==> src/hw/rtl/evug_pkg.sv <==
package evug_pkg;

   localparam int BLOCK_FRAMES_MAX_DEFAULT = 2048;

   localparam int SAMPLE_W = 16;
   localparam int SQUARE_W = 31;
   localparam int THR_W = 15;
   localparam int THR_SQ_W = 2 * THR_W;
   localparam int COUNT_W = 16;
   localparam int CSR_INDEX_W = 3;
   localparam int CSR_DATA_W = 16;

   localparam logic [CSR_INDEX_W-1:0] CSR_ENERGY_THRESHOLD = 3'd0;
   localparam logic [CSR_INDEX_W-1:0] CSR_MIX_MODE = 3'd1;
   localparam logic [CSR_INDEX_W-1:0] CSR_SILENCE_BLOCKS_NEEDED = 3'd2;
   localparam logic [CSR_INDEX_W-1:0] CSR_MIN_SPEECH_BLOCKS = 3'd3;
   localparam logic [CSR_INDEX_W-1:0] CSR_MAX_BLOCKS = 3'd4;

   localparam logic [THR_W-1:0] THRESHOLD_RESET = 15'd120;
   localparam logic MIX_MODE_RESET = 1'b0;
   localparam logic [7:0] SILENCE_BLOCKS_RESET = 8'd8;
   localparam logic [7:0] MIN_SPEECH_RESET = 8'd3;
   localparam logic [COUNT_W-1:0] MAX_BLOCKS_RESET = 16'd100;

   localparam logic MIX_AVERAGE = 1'b0;
   localparam logic MIX_LOUDER = 1'b1;

   localparam logic KIND_FRAME = 1'b0;
   localparam logic KIND_ABORT = 1'b1;

   localparam logic [1:0] STATUS_RUNNING = 2'd0;
   localparam logic [1:0] STATUS_VALID = 2'd1;
   localparam logic [1:0] STATUS_NO_SPEECH = 2'd2;
   localparam logic [1:0] STATUS_ABORTED = 2'd3;

   typedef struct packed {
      logic                kind;
      logic [SAMPLE_W-1:0] left_sample;
      logic [SAMPLE_W-1:0] right_sample;
      logic                last_of_block;
      logic                key_holdoff;
   } req_type;

   typedef struct packed {
      logic                abort;
      logic [SAMPLE_W-1:0] mono;
      logic [SQUARE_W-1:0] square;
      logic                last_of_block;
      logic                key_holdoff;
   } mid_type;

   typedef struct packed {
      logic [SAMPLE_W-1:0] mono_sample;
      logic                block_closed;
      logic                block_loud;
      logic                keep_block;
      logic                speech_start;
      logic [1:0]          end_status;
   } rsp_type;

   typedef struct packed {
      logic [THR_SQ_W-1:0] threshold_sq;
      logic [7:0]          silence_blocks_needed;
      logic [7:0]          min_speech_blocks;
      logic [COUNT_W-1:0]  max_blocks;
   } gate_cfg_type;

endpackage

==> src/hw/rtl/evug_front.sv <==
module evug_front (
   input  logic                 clock,
   input  logic                 reset,
   input  logic                 req_valid,
   output logic                 req_stall,
   input  evug_pkg::req_type    req_in,
   input  logic                 mix_mode,
   output logic                 mid_valid,
   input  logic                 mid_ready,
   output evug_pkg::mid_type    mid_out
);

   logic                 req_v_ff;
   evug_pkg::req_type    req_ff;
   logic                 mid_v_ff;
   evug_pkg::mid_type    mid_ff;
   evug_pkg::mid_type    mid_in;
   logic                 mid_adv;
   logic                 req_adv;

   logic signed [16:0]   pair_sum;
   logic signed [16:0]   pair_adj;
   logic signed [16:0]   left_ext;
   logic signed [16:0]   right_ext;
   logic [16:0]          left_mag;
   logic [16:0]          right_mag;
   logic signed [15:0]   mono;
   logic signed [31:0]   square;

   assign mid_adv = !mid_v_ff || mid_ready;
   assign req_adv = !req_v_ff || mid_adv;
   assign req_stall = !req_adv;

   always_comb begin
      left_ext = $signed({req_ff.left_sample[15], req_ff.left_sample});
      right_ext = $signed({req_ff.right_sample[15], req_ff.right_sample});
      pair_sum = left_ext + right_ext;
      // round toward zero: bias odd negative sums up by one
      pair_adj = pair_sum + $signed({16'b0, pair_sum[16] & pair_sum[0]});
      left_mag = left_ext[16] ? 17'(-left_ext) : 17'(left_ext);
      right_mag = right_ext[16] ? 17'(-right_ext) : 17'(right_ext);
      if (mix_mode == evug_pkg::MIX_LOUDER) begin
         mono = (left_mag >= right_mag) ? $signed(req_ff.left_sample)
                                        : $signed(req_ff.right_sample);
      end else begin
         mono = pair_adj[16:1];
      end
      square = mono * mono;

      mid_in.abort = (req_ff.kind == evug_pkg::KIND_ABORT);
      mid_in.mono = mono;
      mid_in.square = square[30:0];
      mid_in.last_of_block = req_ff.last_of_block;
      mid_in.key_holdoff = req_ff.key_holdoff;
   end

   always_ff @(posedge clock) begin
      if (reset) begin
         req_v_ff <= 1'b0;
         mid_v_ff <= 1'b0;
      end else begin
         if (req_adv) begin
            req_v_ff <= req_valid;
         end
         if (mid_adv) begin
            mid_v_ff <= req_v_ff;
         end
      end
   end

   always_ff @(posedge clock) begin
      if (req_adv && req_valid) begin
         req_ff <= req_in;
      end
      if (mid_adv && req_v_ff) begin
         mid_ff <= mid_in;
      end
   end

   assign mid_valid = mid_v_ff;
   assign mid_out = mid_ff;

endmodule

==> src/hw/rtl/evug_core.sv <==
module evug_core #(
   parameter int BLOCK_FRAMES_MAX = evug_pkg::BLOCK_FRAMES_MAX_DEFAULT
) (
   input  logic                     clock,
   input  logic                     reset,
   input  evug_pkg::gate_cfg_type   cfg,
   input  logic                     mid_valid,
   output logic                     mid_ready,
   input  evug_pkg::mid_type        mid_in,
   output logic                     rsp_valid,
   input  logic                     rsp_stall,
   output evug_pkg::rsp_type        rsp_out
);

   localparam int FW = $clog2(BLOCK_FRAMES_MAX);
   localparam int DW = $clog2(BLOCK_FRAMES_MAX) + 32;
   localparam int CW = evug_pkg::COUNT_W;

   localparam logic PHASE_LISTEN = 1'b0;
   localparam logic PHASE_SPEAK = 1'b1;

   logic                  phase_ff, phase_in;
   logic signed [DW-1:0]  diff_ff, diff_in, diff_sum;
   logic [FW-1:0]         frames_ff, frames_in;
   logic [CW-1:0]         blocks_ff, blocks_in;
   logic [CW-1:0]         loud_ff, loud_in;
   logic [CW-1:0]         quiet_ff, quiet_in;
   logic                  out_v_ff;
   evug_pkg::rsp_type     rsp_ff, rsp_in;

   logic                  out_ready;
   logic                  take;
   logic                  close;
   logic                  loud;
   logic                  ended;
   logic [1:0]            status;

   assign out_ready = !out_v_ff || !rsp_stall;
   assign mid_ready = out_ready;
   assign take = mid_valid && out_ready;

   always_comb begin
      // running energy minus threshold^2 * frames; sign gives the compare
      diff_sum = diff_ff
               + $signed({{(DW - evug_pkg::SQUARE_W){1'b0}}, mid_in.square})
               - $signed({{(DW - evug_pkg::THR_SQ_W){1'b0}}, cfg.threshold_sq});
      loud = !diff_sum[DW-1];
      close = mid_in.last_of_block || (frames_ff == FW'(BLOCK_FRAMES_MAX - 1));

      phase_in = phase_ff;
      diff_in = diff_ff;
      frames_in = frames_ff;
      blocks_in = blocks_ff;
      loud_in = loud_ff;
      quiet_in = quiet_ff;
      rsp_in = '0;
      ended = 1'b0;
      status = evug_pkg::STATUS_RUNNING;

      if (take) begin
         if (mid_in.abort) begin
            ended = 1'b1;
            status = evug_pkg::STATUS_ABORTED;
         end else begin
            rsp_in.mono_sample = mid_in.mono;
            if (!close) begin
               frames_in = frames_ff + FW'(1);
               diff_in = diff_sum;
            end else begin
               frames_in = '0;
               diff_in = '0;
               blocks_in = blocks_ff + CW'(1);
               rsp_in.block_closed = 1'b1;
               rsp_in.block_loud = loud;
               if (phase_ff == PHASE_LISTEN) begin
                  if (!mid_in.key_holdoff && loud) begin
                     phase_in = PHASE_SPEAK;
                     loud_in = CW'(1);
                     quiet_in = '0;
                     rsp_in.keep_block = 1'b1;
                     rsp_in.speech_start = 1'b1;
                  end
               end else begin
                  rsp_in.keep_block = 1'b1;
                  if (loud) begin
                     loud_in = loud_ff + CW'(1);
                     quiet_in = '0;
                  end else begin
                     quiet_in = quiet_ff + CW'(1);
                     if (quiet_in >= {8'b0, cfg.silence_blocks_needed} &&
                         loud_ff >= {8'b0, cfg.min_speech_blocks}) begin
                        ended = 1'b1;
                        status = evug_pkg::STATUS_VALID;
                     end
                  end
               end
               if (!ended && blocks_in >= cfg.max_blocks) begin
                  ended = 1'b1;
                  status = (phase_in == PHASE_SPEAK &&
                            loud_in >= {8'b0, cfg.min_speech_blocks})
                         ? evug_pkg::STATUS_VALID : evug_pkg::STATUS_NO_SPEECH;
               end
            end
         end
         if (ended) begin
            rsp_in.end_status = status;
            phase_in = PHASE_LISTEN;
            diff_in = '0;
            frames_in = '0;
            blocks_in = '0;
            loud_in = '0;
            quiet_in = '0;
         end
      end
   end

   always_ff @(posedge clock) begin
      if (reset) begin
         phase_ff <= PHASE_LISTEN;
         diff_ff <= '0;
         frames_ff <= '0;
         blocks_ff <= '0;
         loud_ff <= '0;
         quiet_ff <= '0;
         out_v_ff <= 1'b0;
      end else begin
         phase_ff <= phase_in;
         diff_ff <= diff_in;
         frames_ff <= frames_in;
         blocks_ff <= blocks_in;
         loud_ff <= loud_in;
         quiet_ff <= quiet_in;
         if (out_ready) begin
            out_v_ff <= mid_valid;
         end
      end
   end

   always_ff @(posedge clock) begin
      if (take) begin
         rsp_ff <= rsp_in;
      end
   end

   assign rsp_valid = out_v_ff;
   assign rsp_out = rsp_ff;

endmodule

==> src/hw/rtl/energy_vad_utterance_gate.sv <==
// Energy-threshold voice activity gate. One stereo frame (or an abort) is
// taken per clock while req_stall is low, and exactly one result comes back
// for it through the front request and mid registers and then the core
// response register; the front stage mixes to mono and squares it in one
// multiplier, the back stage keeps a running "energy minus threshold squared
// times frames" accumulator, so the loudness decision at block close costs
// one adder per frame. A block closes on last_of_block or when it reaches
// BLOCK_FRAMES_MAX frames. Write the control registers only while no item
// is in flight; the squared threshold is registered from the threshold
// register, so it is refreshed after the threshold itself.
module energy_vad_utterance_gate #(
   parameter int BLOCK_FRAMES_MAX = evug_pkg::BLOCK_FRAMES_MAX_DEFAULT
) (
   input  logic                                clock,
   input  logic                                reset,

   input  logic                                req_valid,
   output logic                                req_stall,
   input  logic                                req_kind,
   input  logic signed [evug_pkg::SAMPLE_W-1:0] req_left_sample,
   input  logic signed [evug_pkg::SAMPLE_W-1:0] req_right_sample,
   input  logic                                req_last_of_block,
   input  logic                                req_key_holdoff,

   output logic                                rsp_valid,
   input  logic                                rsp_stall,
   output logic signed [evug_pkg::SAMPLE_W-1:0] rsp_mono_sample,
   output logic                                rsp_block_closed,
   output logic                                rsp_block_loud,
   output logic                                rsp_keep_block,
   output logic                                rsp_speech_start,
   output logic [1:0]                          rsp_end_status,

   input  logic                                csr_wr_en,
   input  logic [evug_pkg::CSR_INDEX_W-1:0]    csr_index,
   input  logic [evug_pkg::CSR_DATA_W-1:0]     csr_data
);

   logic [evug_pkg::THR_W-1:0]     threshold_ff;
   logic                           mix_mode_ff;
   logic [7:0]                     silence_ff;
   logic [7:0]                     min_speech_ff;
   logic [evug_pkg::COUNT_W-1:0]   max_blocks_ff;
   logic [evug_pkg::THR_SQ_W-1:0]  threshold_sq_ff, threshold_sq_in;

   evug_pkg::req_type              req_bus;
   evug_pkg::mid_type              mid_bus;
   evug_pkg::rsp_type              rsp_bus;
   evug_pkg::gate_cfg_type         gate_cfg;
   logic                           mid_valid;
   logic                           mid_ready;

   always_ff @(posedge clock) begin
      if (reset) begin
         threshold_ff <= evug_pkg::THRESHOLD_RESET;
         mix_mode_ff <= evug_pkg::MIX_MODE_RESET;
         silence_ff <= evug_pkg::SILENCE_BLOCKS_RESET;
         min_speech_ff <= evug_pkg::MIN_SPEECH_RESET;
         max_blocks_ff <= evug_pkg::MAX_BLOCKS_RESET;
      end else if (csr_wr_en) begin
         unique case (csr_index)
            evug_pkg::CSR_ENERGY_THRESHOLD: threshold_ff <= csr_data[14:0];
            evug_pkg::CSR_MIX_MODE: mix_mode_ff <= csr_data[0];
            evug_pkg::CSR_SILENCE_BLOCKS_NEEDED: silence_ff <= csr_data[7:0];
            evug_pkg::CSR_MIN_SPEECH_BLOCKS: min_speech_ff <= csr_data[7:0];
            evug_pkg::CSR_MAX_BLOCKS: max_blocks_ff <= csr_data;
            default: ;
         endcase
      end
   end

   assign threshold_sq_in = {15'b0, threshold_ff} * {15'b0, threshold_ff};

   always_ff @(posedge clock) begin
      threshold_sq_ff <= threshold_sq_in;
   end

   always_comb begin
      req_bus.kind = req_kind;
      req_bus.left_sample = req_left_sample;
      req_bus.right_sample = req_right_sample;
      req_bus.last_of_block = req_last_of_block;
      req_bus.key_holdoff = req_key_holdoff;

      gate_cfg.threshold_sq = threshold_sq_ff;
      gate_cfg.silence_blocks_needed = silence_ff;
      gate_cfg.min_speech_blocks = min_speech_ff;
      gate_cfg.max_blocks = max_blocks_ff;
   end

   evug_front u_front (
      .clock     (clock),
      .reset     (reset),
      .req_valid (req_valid),
      .req_stall (req_stall),
      .req_in    (req_bus),
      .mix_mode  (mix_mode_ff),
      .mid_valid (mid_valid),
      .mid_ready (mid_ready),
      .mid_out   (mid_bus)
   );

   evug_core #(
      .BLOCK_FRAMES_MAX (BLOCK_FRAMES_MAX)
   ) u_core (
      .clock     (clock),
      .reset     (reset),
      .cfg       (gate_cfg),
      .mid_valid (mid_valid),
      .mid_ready (mid_ready),
      .mid_in    (mid_bus),
      .rsp_valid (rsp_valid),
      .rsp_stall (rsp_stall),
      .rsp_out   (rsp_bus)
   );

   assign rsp_mono_sample = rsp_bus.mono_sample;
   assign rsp_block_closed = rsp_bus.block_closed;
   assign rsp_block_loud = rsp_bus.block_loud;
   assign rsp_keep_block = rsp_bus.keep_block;
   assign rsp_speech_start = rsp_bus.speech_start;
   assign rsp_end_status = rsp_bus.end_status;

   a_abort_clean: assert property (@(posedge clock) disable iff (reset)
      rsp_valid && rsp_end_status == evug_pkg::STATUS_ABORTED |->
         rsp_mono_sample == 16'sd0 && !rsp_block_closed && !rsp_block_loud &&
         !rsp_keep_block && !rsp_speech_start)
      else $error("aborted item carries nonzero fields");

   a_start_kept: assert property (@(posedge clock) disable iff (reset)
      rsp_valid && rsp_speech_start |->
         rsp_block_closed && rsp_block_loud && rsp_keep_block)
      else $error("speech start on a block that is not loud and kept");

   a_flags_need_close: assert property (@(posedge clock) disable iff (reset)
      rsp_valid && (rsp_block_loud || rsp_keep_block ||
                    rsp_end_status == evug_pkg::STATUS_VALID ||
                    rsp_end_status == evug_pkg::STATUS_NO_SPEECH) |->
         rsp_block_closed)
      else $error("block flags or end status without a closed block");

endmodule

==> config.mk <==
export PLATFORM = sky130hd
export DESIGN_NAME = energy_vad_utterance_gate
export DESIGN_NICKNAME = d
export VERILOG_FILES = /design/src/hw/rtl/evug_pkg.sv /design/src/hw/rtl/evug_front.sv /design/src/hw/rtl/evug_core.sv /design/src/hw/rtl/energy_vad_utterance_gate.sv
export SDC_FILE = /design/constraint.sdc
export NUM_CORES = 2
export LEC_CHECK = 0
export ABC_CLOCK_PERIOD_IN_PS = 17650
export BUFFER_PORTS_ARGS = -buffer_cell sky130_fd_sc_hd__buf_4
export CORE_ASPECT_RATIO = 0.8
export CORE_MARGIN = 2
export CORE_UTILIZATION = 70
export DETAILED_ROUTE_END_ITERATION = 12
export GPL_TIMING_DRIVEN = 0
export PLACE_DENSITY = 0.85
export REMOVE_ABC_BUFFERS = 1
export SYNTH_ARGS = -nofsm -noshare
export SYNTH_HDL_FRONTEND = slang
export SYNTH_SLANG_ARGS = --single-unit
==> constraint.sdc <==
create_clock -name clock -period 17.65 [get_ports clock]
set_input_delay 2.6475 -clock clock [delete_from_list [all_inputs] [get_ports clock]]
set_output_delay 2.6475 -clock clock [all_outputs]
set_load 0.1 [all_outputs]
---- Word level (Yosys, flattened, before mapping) ----
Cells that the tools add are included.
operators by class
  multiply operators ...................... 2
  order comparisons ....................... 5
  multiplexer cells ....................... 57
  add/sub/neg operators ................... 10
  bitwise operators ....................... 2
  reductions and logical operators ........ 32
  eq/ne operators ......................... 6
operators by type and width
  kind                   number
  $mux 16                20
  $mux 43                3
  $add 16x1->16 const B  3
  $ge 16x8->1            3
  $add 43x32->43         1
  $sub 43x31->43         1
  $mux 17                2
  $neg 16->17            2
  $mux 11                3
  $mul 16x16->31         1
  $mul 15x15->30         1
  $mux 1                 21
  $add 16x16->17         1
  $add 17x2->17          1
  $ge 17x17->1           1
  $ge 16x16->1           1
  $mux 2                 7
  $reduce_and 2->1       6
  $add 11x1->11 const B  1
  $eq 11x11->1 const B   1
  $logic_not 1->1        8
  $logic_and 1x1->1      7
  $eq 3x2->1 const B     2
  $logic_or 1x1->1       4
  13 further kinds       13
storage, ports and cells
  register bits ........................... 291
  output and inout bits ................... 24
  logic and storage cells ................. 145
  input port bits ......................... 59

---- Depth between registers and ports, before layout ----
  depth after elaboration ................. 17
  depth in mapped cells ................... 47
  mapped depth without buffers ............ 45

---- Cells and area by module ----
From an unflattened synthesis, not the netlist that was laid out.
unflattened totals
  cell total of the unflattened synthesis .. 3609
  area, all modules ....................... 32527.4 sq um
modules (own cells, without submodules)
  module                     instances  sequential area each (sq um)  cells an instance  area each (sq um)
  evug_front                 1          2532.4                        1421               13863.3
  evug_core                  1          2742.6                        1223               9960.8
  energy_vad_utterance_gate  1          1541.5                        965                8703.3

---- Worst setup path after synthesis ----
OpenSTA, ideal clock, no wires.
  path type ............................... register to register
  from .................................... register u_front.req_ff (netlist bit u_front.left_ext[4])
  to ...................................... register u_front.mid_ff (netlist bit u_front.mid_out[32]) (data pin)
  buffers on the path ..................... 2
  setup time .............................. 0.260 ns
  setup slack ............................. 8.121 ns
  required time ........................... 17.390 ns
  cell stages (with the launch flop) ...... 44
  arrival time ............................ 9.269 ns
  period minus slack after synthesis ...... 9.529 ns
  path through ............................ edfxtp_1 > nor4_1 > nand2b_1 > nor2_1 > nand2_1 > o31ai_1 > xnor2_1 > ha_1 > a21o_1 > a21oi_1 > nor2b_1 > o21ai_0 > nand2b_1 > a21oi_1 > a31oi_1 > nor2_1 > buf_2 > mux2_2 > [8 not listed] > fa_1 > fa_1 > inv_1 > fa_1 > inv_1 > ha_1 > a21o_1 > a21o_1 > a21oi_1 > o21bai_1 > a21oi_1 > nand2_1 > o21ai_0 > o21ai_0 > nor3_1 > o21bai_1 > a21oi_1 > xnor2_1
RTL lines
  what                    RTL line          source
  start, declared         evug_front.sv:14  evug_pkg::req_type req_ff;
  start signal, assigned  evug_front.sv:73  req_ff <= req_in;
  end signal, assigned    evug_front.sv:76  mid_ff <= mid_in;
  end, declared           evug_front.sv:16  evug_pkg::mid_type mid_ff;

==> results.txt <==
Outcome -> completed
Hold slack final -> 0.419 ns
Skew final -> 0.0191 ns
Multi-input logic area -> 0.0218 mm²
RSZ-0062 raised after global routing -> false
Number of hold violations in the final report -> 0
Max-Cap Viols -> 0
Leading area contributor after synthesis -> fa_1
Ys async rst share -> 0
Critical Path Max Stage Delay -> 1.07 ns
Count of pins over their slew limit -> 0
DIE AREA -> 0.0465 mm²
Hold Path Class -> flip-flop to flip-flop
R2R Path End -> u_front.mid_out[31]$_DFFE_PP_
Crit start category -> flip-flop
Seq/Total Area, Yosys -> 0.217
Cell area after synthesis -> 0.0314 mm²
TritonCTS clock tree -> built
Synth Register Bits -> 288
Hold buffers post-CTS -> 0
Initial core utilization -> 0.708
GRT Util Overall -> 0.320
Initial DRC Count -> 1970
Cell Rows -> 69
PnR worst setup slack -> 5.71 ns
TNS Setup -> 0 ns
Routed wire length -> 72500 µm
Worst slack, placed -> 5.92 ns
Tcrit/Tclk final -> 0.677
Core area -> 0.0443 mm²
FF-to-FF path depth -> 38
DR DRC count -> 0
CTS root buffer -> clkbuf_16
Clock Path Buffers -> 3
Distinct cells, synth -> 88
Num CTS Buffers -> 31
I/O Pins -> 83
Post-CTS setup repair buffer count -> 0
Area growth syn-to-layout -> 7.20%
Fillcell total -> 3048
Synth area leaders -> fa_1 (25%), ha_1 (12%), dfxtp_1 (12%), edfxtp_1 (10%), inv_1 (7.7%)
Synth warn -> 0
Kind of critical path -> flip-flop to flip-flop
First-pass GRT wire length -> 122000 µm
R2r startpoint -> u_front.left_ext[4]$_DFFE_PP_
Diodes inserted -> 0
Post-synth EDFFs -> 105
Reg area -> 0.00682 mm²
Layout Nets -> 4213
Top-area cell type share of the netlist area -> 0.253
Synth Flop Type -> dfxtp_1
Placed inst area -> 0.0326 mm²
Die width -> 241 µm
Largest net degree at the start of global routing -> 125
Hold Path Origin -> u_front.mid_in[49]$_DFFE_PP_
CP required -> 17.99 ns
Busiest grt layer -> met2
First-pass detailed-route iteration total -> 6
Clock sink count -> 288
Setup violations, final -> 0
Hold Path Cell Cnt -> 0
Grt met1 use -> 0.441
Routed Antenna Nets -> 0
Post-synth top cells -> inv_1 (647), fa_1 (396), nand2_1 (301), ha_1 (296), nor2_1 (205)
Clock slew at reported path FFs -> 0.06 ns
DIE HEIGHT -> 193 µm
Clock H-tree levels -> 1
Headroom to the max-slew limit -> 0.0803
Worst slew pin tran -> 1.37 ns
Critical path origin -> u_front.left_ext[4]$_DFFE_PP_
Resized Gates After CTS -> 0
Critical path capture point type -> flip-flop
Clk_lat worst skew -> 0.60 ns
Syn Area/Cell -> 9.15 µm²
Number of buffers added on ports -> 82
Post-route cell area -> 0.0336 mm²
Routed len/inst -> 17.7 µm
Min cycle time layout -> 11.94 ns
Final RePlAce weighted congestion -> 0.945
Total number of vias -> 24100
Worst R2R Setup Slack -> 5.71 ns
Worst Path Arrival -> 12.29 ns
Hpwl dp -> 56400 µm
Maximum clock frequency -> 0.0837 GHz
Most frequent cell after synthesis -> inv_1
Most used cell, CP -> fa_1
Total gr overflow -> 0
Vias in the first global route -> 25500
Share of cells above drive strength 1 -> 0.0556
Slowest CP cell -> nor2_1
GR Util met2 -> 0.533
Hold worst-path end -> u_front.mid_out[49]$_DFFE_PP_
Instance count of the mapped netlist -> 3428
Via density -> 5.89
GRT met3 Usage -> 0.0400
Critical path peak fanout -> 15
Initial antenna violation count -> 0
==> critical path, delay by kind of cell (launching register included) <==
kind / cells / cell delay (ns)
flops: 1 / 0.49
simple gates: 9 / 2.58
compound gates: 14 / 3.48
xor+xnor: 2 / 0.26
fa+ha+maj: 8 / 3.81
mux: 1 / 0.18
buf+inv: 4 / 0.85
==> layer usage <==
layer  vias up  part of all wire
met3       170             0.070
met2       923              0.47
met1     11800              0.43
li1      11200                 -
met4         0             0.029
met5         -                 0
==> how the worst max path moves through the flow <==
stage                                    endpoint  slack, ns  cells after the start
global route        u_front.mid_out[31]$_DFFE_PP_       5.12                     41
finish              u_front.mid_out[31]$_DFFE_PP_       5.71                     38
global placement    u_front.mid_out[31]$_DFFE_PP_       5.54                     39
floorplan           u_front.mid_out[31]$_DFFE_PP_       7.55                     38
detailed placement  u_front.mid_out[31]$_DFFE_PP_       5.92                     38
CTS                 u_front.mid_out[31]$_DFFE_PP_       5.89                     38
==> metrics by stage <==
step                      std cells  utilization
after CTS                      4090        0.759
final                          4090        0.759
after global placement         4020        0.730
after detailed placement       4032        0.735
after floorplan                3335            -
after global routing           4090        0.759
==> layout by cell type, fill, tap and decap left out, types with 36 or more instances in the layout <==
cell type  netlist  final
a21o_1          65     65
a21oi_1        177    175
a22oi_1         41     41
and2_1          96     96
and3_1          50     50
buf_4            5     84
dfxtp_1        183    183
edfxtp_1       105    105
fa_1           396    396
ha_1           296    296
inv_1          647    647
nand2_1        301    300
nand3_1         54     54
nor2_1         205    204
nor2b_1         37     36
nor3_1          44     43
o21ai_0         98     98
xnor2_1        106    106
xor2_1          75     75
==> cell type report <==
type / instances / area share
clock buffer: 39 / 0.0249
clock inverter: 19 / 0.00648
sequential: 288 / 0.203
tap: 603 / 0.0224
timing repair buffer: 94 / 0.0234
multi-input combinational: 2397 / 0.647
inverter: 650 / 0.0726
==> registers in the layout, indices dropped and copies added (netlist names), 3 cells and up <==
signal	count
max_blocks_ff	16
min_speech_ff	8
silence_ff	8
threshold_ff	15
threshold_sq_ff	29
u_core.blocks_ff	16
u_core.diff_ff	43
u_core.frames_ff	11
u_core.loud_ff	16
u_core.quiet_ff	16
u_core.rsp_out	22
u_front.left_ext	16
u_front.mid_in	3
u_front.mid_out	48
u_front.req_ff	16
==> kinds of logic (layout without fill, tap and decap cells) <==
group	after synthesis	count (layout)	share of synthesized area
flops	288	288	0.217
mux	29	29	0.00961
other cells	2	2	0.000239
buf+inv	743	802	0.0904
fa+ha+maj	692	692	0.371
xor+xnor	181	181	0.0505
simple gates	928	928	0.144
compound gates	565	565	0.117
Power is not shown: default switching activity piles up to over one toggle a cycle in this logic, so the estimate is an artifact.
